--- src/rtl/spq_pkg.sv ---
`timescale 1ns / 1ps
// Shared types and codes for the stable priority queue.
// No dependencies; imported by spq_cell and stable_priority_queue.
package spq_pkg;

  localparam int TagW   = 16;
  localparam int PrioW  = 4;
  localparam int OrderW = 16;
  localparam int OccW   = 5;

  typedef enum logic {
    KIND_INSERT = 1'b0,
    KIND_REMOVE = 1'b1
  } kind_e;

  typedef enum logic [1:0] {
    ST_INSERTED = 2'd0,
    ST_REMOVED  = 2'd1,
    ST_EMPTY    = 2'd2,
    ST_FULL     = 2'd3
  } status_e;

  typedef struct packed {
    logic [TagW-1:0]   tag;
    logic [PrioW-1:0]  prio;
    logic [OrderW-1:0] order;
  } entry_t;

  typedef struct packed {
    logic   ins;
    logic   rem;
    entry_t new_entry;
  } spq_cmd_t;

endpackage

--- src/rtl/stable_priority_queue.sv ---
`timescale 1ns / 1ps
// Stable priority queue: DEPTH jobs kept sorted by priority, then arrival order.
// Depends on spq_pkg and spq_cell.
//
// The queue takes one insert or remove transaction per cycle unless a held
// status stalls in_ready_o, and returns one status transaction for each
// through an output register. All DEPTH cells of the sorted chain compare
// against the new job at once, so an insert or a remove updates every cell together whatever the fill.
// Equal priorities leave in arrival order; an equal key goes behind the
// held entry. An insert into a full queue is dropped with status full, and a
// remove from an empty queue reports empty; out_tag and out_priority are zero
// except on removed. Occupancy shows the low five bits of the job count.
module stable_priority_queue import spq_pkg::*; #(
  parameter int DEPTH = 16
) (
  input  logic              clk_i,
  input  logic              rst_ni,
  input  logic              in_valid_i,
  output logic              in_ready_o,
  input  logic              kind_i,
  input  logic [TagW-1:0]   job_tag_i,
  input  logic [PrioW-1:0]  job_priority_i,
  input  logic [OrderW-1:0] arrival_order_i,
  output logic              out_valid_o,
  input  logic              out_ready_i,
  output logic [1:0]        status_o,
  output logic [TagW-1:0]   out_tag_o,
  output logic [PrioW-1:0]  out_priority_o,
  output logic [OccW-1:0]   occupancy_o
);

  localparam int CntW = $clog2(DEPTH + 1);

  logic [CntW-1:0] count_q, count_d;
  logic            out_valid_q;
  status_e         status_q, status_d;
  logic [TagW-1:0] out_tag_q, out_tag_d;
  logic [PrioW-1:0] out_prio_q, out_prio_d;

  logic accept;
  logic full, empty;
  spq_cmd_t cmd;

  logic   [DEPTH-1:0] ahead;
  entry_t             cell_entry [DEPTH];
  logic   [CntW+OccW-1:0] cnt_ext;

  assign in_ready_o = !out_valid_q || out_ready_i;
  assign accept     = in_valid_i && in_ready_o;
  assign full       = (count_q == CntW'(DEPTH));
  assign empty      = (count_q == '0);

  always_comb begin
    cmd.new_entry.tag   = job_tag_i;
    cmd.new_entry.prio  = job_priority_i;
    cmd.new_entry.order = arrival_order_i;
    cmd.ins = accept && (kind_i == KIND_INSERT) && !full;
    cmd.rem = accept && (kind_i == KIND_REMOVE) && !empty;
  end

  for (genvar i = 0; i < DEPTH; i++) begin : g_cell
    logic   left_before;
    entry_t left_entry;
    entry_t right_entry;

    if (i == 0) begin : g_head
      assign left_before = 1'b1;
      assign left_entry  = cmd.new_entry;
    end else begin : g_body
      assign left_before = ahead[i-1];
      assign left_entry  = cell_entry[i-1];
    end

    if (i == DEPTH - 1) begin : g_tail
      assign right_entry = cell_entry[i];
    end else begin : g_mid
      assign right_entry = cell_entry[i+1];
    end

    spq_cell u_cell (
      .clk_i         (clk_i),
      .occupied_i    (count_q > CntW'(i)),
      .cmd_i         (cmd),
      .left_before_i (left_before),
      .left_entry_i  (left_entry),
      .right_entry_i (right_entry),
      .before_o      (ahead[i]),
      .entry_o       (cell_entry[i])
    );
  end

  always_comb begin
    count_d    = count_q;
    status_d   = status_q;
    out_tag_d  = out_tag_q;
    out_prio_d = out_prio_q;
    if (accept) begin
      out_tag_d  = '0;
      out_prio_d = '0;
      if (kind_i == KIND_INSERT) begin
        if (full) begin
          status_d = ST_FULL;
        end else begin
          status_d = ST_INSERTED;
          count_d  = count_q + 1'b1;
        end
      end else begin
        if (empty) begin
          status_d = ST_EMPTY;
        end else begin
          status_d   = ST_REMOVED;
          out_tag_d  = cell_entry[0].tag;
          out_prio_d = cell_entry[0].prio;
          count_d    = count_q - 1'b1;
        end
      end
    end
  end

  always_ff @(posedge clk_i or negedge rst_ni) begin
    if (!rst_ni) begin
      count_q     <= '0;
      out_valid_q <= 1'b0;
    end else begin
      count_q <= count_d;
      if (accept) begin
        out_valid_q <= 1'b1;
      end else if (out_ready_i) begin
        out_valid_q <= 1'b0;
      end
    end
  end

  always_ff @(posedge clk_i) begin
    status_q   <= status_d;
    out_tag_q  <= out_tag_d;
    out_prio_q <= out_prio_d;
  end

  assign cnt_ext        = {{OccW{1'b0}}, count_q};
  assign out_valid_o    = out_valid_q;
  assign status_o       = status_q;
  assign out_tag_o      = out_tag_q;
  assign out_priority_o = out_prio_q;
  assign occupancy_o    = cnt_ext[OccW-1:0];

endmodule

--- src/rtl/spq_cell.sv ---
`timescale 1ns / 1ps
// One slot of the sorted chain: holds an entry and shifts with its neighbors.
// Depends on spq_pkg.
module spq_cell import spq_pkg::*; (
  input  logic     clk_i,
  input  logic     occupied_i,
  input  spq_cmd_t cmd_i,
  input  logic     left_before_i,
  input  entry_t   left_entry_i,
  input  entry_t   right_entry_i,
  output logic     before_o,
  output entry_t   entry_o
);

  entry_t entry_q, entry_d;

  assign entry_o  = entry_q;
  assign before_o = occupied_i &&
                    ((entry_q.prio < cmd_i.new_entry.prio) ||
                     ((entry_q.prio == cmd_i.new_entry.prio) &&
                      (entry_q.order <= cmd_i.new_entry.order)));

  always_comb begin
    entry_d = entry_q;
    if (cmd_i.ins) begin
      if (!before_o) begin
        entry_d = left_before_i ? cmd_i.new_entry : left_entry_i;
      end
    end else if (cmd_i.rem) begin
      entry_d = right_entry_i;
    end
  end

  always_ff @(posedge clk_i) begin
    entry_q <= entry_d;
  end

endmodule
--- config.mk ---
export PLATFORM = sky130hd
export DESIGN_NAME = stable_priority_queue
export DESIGN_NICKNAME = d
export VERILOG_FILES = /design/src/rtl/spq_pkg.sv /design/src/rtl/stable_priority_queue.sv /design/src/rtl/spq_cell.sv
export SDC_FILE = /design/constraint.sdc
export NUM_CORES = 2
export LEC_CHECK = 0
export ABC_AREA = 0
export BUFFER_PORTS_ARGS = -buffer_cell sky130_fd_sc_hd__buf_4
export CAP_MARGIN = 0
export CORE_UTILIZATION = 45
export DETAILED_ROUTE_END_ITERATION = 6
export GPL_TIMING_DRIVEN = 0
export PLACE_DENSITY = 0.6
export SLEW_MARGIN = 20
export SYNTH_ARGS = -nofsm -noshare
export SYNTH_HDL_FRONTEND = slang
export SYNTH_SLANG_ARGS = --single-unit
--- constraint.sdc ---
create_clock -name clk_i -period 7 [get_ports clk_i]
set_input_delay 0 -clock clk_i [delete_from_list [all_inputs] [get_ports clk_i]]
set_output_delay 0 -clock clk_i [all_outputs]
set_load 0.01 [all_outputs]
==> impl_results.md <==
- Status: complete, no violations
- Crit end category: flip-flop
- Hold path cells: 4
- Dominant cells by area after synthesis: edfxtp_1 47%, ha_1 11%, nand2_1 7.1%
- Area of the die: 86,400 um2
- Share of cells above drive strength 1: 8.12%
- Post-synth design cell area: 38,300 um2
- Crit Path Max Fanout: 20
- Remaining DRCs: 0
- Syn Area/Cell: a little over 10 um2
- Fillers: 7,782
- Slew HR: 9.74%
- FMAX: 0.167 GHz
- Final antenna-violating net count: 0
- Ys async rst share: 0.993%
- Cell count after synthesis: 3,767
- Hold WC Path Type: input port to flip-flop
- Worst R2R Start: occupancy_o[0]
- Synth unique cells: 71
- Cells after DPL: 4,995
- Initial core utilization: a little under half
- Initial antenna violation count: 1
- # IOs: 70
- Critical path required time: roughly 7.3 ns
- CTS Sinks: a little over 600
- Area grow syn2layout: 13.8%
- Max Cap Violations: 0
- Congestion Overflow GR: 0
- Worst slew pin tran: 1.35 ns
- Reg clk slew, reported paths: 0.06 ns
- Die height: just under 300 um
- Endpoints failing hold: 0
- Leading area contributor after synthesis: edfxtp_1
- TritonCTS Buffers: 72
- Fin. max-slew vios: 0
- Routability Congestion: 0.967
- CTS root buffer: clkbuf_16
- DIE WIDTH: 294 um
- Final period util: 85.6%
- DP HPWL: 120,000 um
- Post-route insts no fill: 5,160
- DR WL/cell: 29.8 um
- Max IR drop VDD: 0.192 mV
- Hold WS: ~0.054 ns
- Vias in the first global route: 32,700
- Sequential share of the synthesized area: 47.2%
- 1st-pass router iterations: 6
- Iteration-0 DRC Markers: 4,738
- Max clock buf depth: 3
- Yosys warning count: 0
- All-layer global routing usage: 35.1%
- # rows: 106
- # port buffers: 69
- Post-DP Area: 41,000 um2
- Leak pwr: 0.0166 uW
- Design area: 43,600 um2
- CTS tree: built
- Top cell type's share of synthesized area: between 40% and 50%
- Hold Path Sink: occupancy_o[4]
- Core Box Area: about 84,000 um2
- PD cells: 315 nW/um2
- Post-synth top flop: edfxtp_1
- RSZ-0062 raised after global routing: false
- Count of final setup violators: 0
- Synthesized flop and latch total: 604
- DP Worst Slack: 1.31 ns
- Vias/cell: 6.66
- Capturing point of the worst reg2reg path: g_cell[12].u_cell.entry_o[11]
- Worst skew pair latency: 0.65 ns
- Clk_skew: 0.0196 ns
- Commonest non-fill, non-tap cell in the layout: nand2_1
- Crit path time final: 5.99 ns
- Syn_nets: around 4,100
- WP data arrival: 6.33 ns
- CP Launch Type: flip-flop
- Most frequent cells in the layout: 725 x nand2_1, 598 x edfxtp_1, 325 x ha_1, 296 x nor2_1
- Global-route wire length before repair: 222,000 um
- Hold_sp: kind_i
- Htree depth: 3
- R2R depth: 12
- Post-route setup slack: 1.01 ns
- Post-CTS Setup Bufs: 0
- Post-synth EDFFs: 598
- Via total after detailed routing: 34,300
- Largest net degree at the start of global routing: 27
- Drt total wl: 154,000 um
- Nets: 4,341
- Critical path class: flip-flop to flip-flop
- FF-to-FF setup slack: 1.01 ns
- N_diodes: 0
-- what timing repair did --
item / in CTS / in global routing
endpoints found under the hold margin: 223 / 0
hold buffers: 40 / 0
resized for setup: 0 / 0
-- worst max-delay path, stage by stage, from the launching register on --
cell and delay [ns]:
dfrtp_1 0.43, buf_4 0.23, inv_1 0.09, ha_1 0.31, nand4bb_1 0.25, and4b_1 0.22, clkbuf_1 0.60, clkbuf_1 0.96
clkbuf_1 0.82, clkbuf_1 0.77, nand3_1 0.20, nand2_2 0.48, buf_12 0.26
-- stage by stage --
stage / utilization [%] / TNS, ns / power, uW
floorplan: - / 0 / 7930
global placement: 48.0 / -407.65 / 9680
detailed placement: 48.8 / 0 / 9840
CTS: 52.0 / 0 / 13500
global route: 52.0 / 0 / 14100
finish: 52.0 / 0 / 13700
-- worst max-delay path by stage --
stage                   startpoint                       endpoint  slack, ns  cells past startpoint
5_1_grt             occupancy_o[0]  g_cell[12].u_cell.entry_o[11]       1.11                     12
6_report            occupancy_o[0]  g_cell[12].u_cell.entry_o[11]       1.01                     12
3_3_place_gp   arrival_order_i[15]    g_cell[7].u_cell.entry_o[4]      -1.61                      9
4_1_cts             occupancy_o[0]  g_cell[12].u_cell.entry_o[11]       1.28                     12
2_1_floorplan       occupancy_o[1]    g_cell[5].u_cell.entry_o[0]       1.83                     10
3_5_place_dp        occupancy_o[0]   g_cell[12].u_cell.entry_o[4]       1.31                     12
-- cell families after synthesis --
logic type                 share of synthesized area (%)
AOI/OAI and AO/OA                                   18.0
xor gates and xnor gates                           0.114
adders and majority gates                           10.6
buffers and inverters                               3.92
DFF                                                 47.2
muxes                                               2.96
and+or+nand+nor                                     17.2
-- registers in the layout, summed over array words and instances (netlist names) --
register / flops
status_o: 2
out_tag_o: 16
g_cell.u_cell.entry_o: 576
out_priority_o: 4
occupancy_o: 5
out_valid_o: 1
-- synth_stat cells (all sizes together), types with 3 or more instances --
| library cell | n |
|---|---|
| o211a | 4 |
| nor4 | 12 |
| a21oi | 153 |
| and3 | 20 |
| nand2 | 728 |
| nand4 | 166 |
| o311ai | 15 |
| nand4b | 3 |
| inv | 66 |
| nand2b | 7 |
| ha | 325 |
| and2 | 43 |
| o211ai | 127 |
| nor2 | 296 |
| o21ai | 87 |
| or3 | 5 |
| edfxtp | 598 |
| nand3 | 10 |
| clkbuf | 260 |
| and4 | 11 |
| a31oi | 37 |
| a22oi | 81 |
| or2 | 3 |
| xnor2 | 3 |
| a211oi | 5 |
| or4 | 6 |
| a21o | 21 |
| a2111oi | 5 |
| buf | 54 |
| nor3 | 125 |
| a21boi | 8 |
| o21a | 11 |
| nor2b | 26 |
| o221ai | 8 |
| mux2i | 73 |
| mux2 | 36 |
| dfrtp | 6 |
| a221o | 272 |
| o2bb2ai | 3 |
| a311o | 5 |
| a211o | 5 |
| o32ai | 8 |
| nor4b | 9 |
-- cell type report --
class | instances | area (um2) | area share [%]
sequential | 604 | 18100 | 41.5
buffer | 314 | 1260 | 2.89
tap | 1134 | 1420 | 3.25
clock buffer | 86 | 1850 | 4.25
inverter | 66 | 248 | 0.568
timing repair buffer | 134 | 1470 | 3.37
multi-input combinational | 2783 | 18900 | 43.4
clock inverter | 39 | 350 | 0.803
-- power by group --
part / switching (uW) / internal, uW
Clock: 1700 / 2020
Combinational: 3230 / 1450
Sequential: 518 / 4820
Total: 5440 / 8290
-- metal layers --
layer / up-vias / GRT usage [%] / wire [um]
met3: 380 / 4.36 / 14100
met1: 16900 / 48.4 / 62600
met2: 2112 / 54.0 / 67600
met5: - / 0 / 13
li1: 14900 / - / -
met4: 2 / 18.7 / 9250
Power figures use the tool's default switching activity.
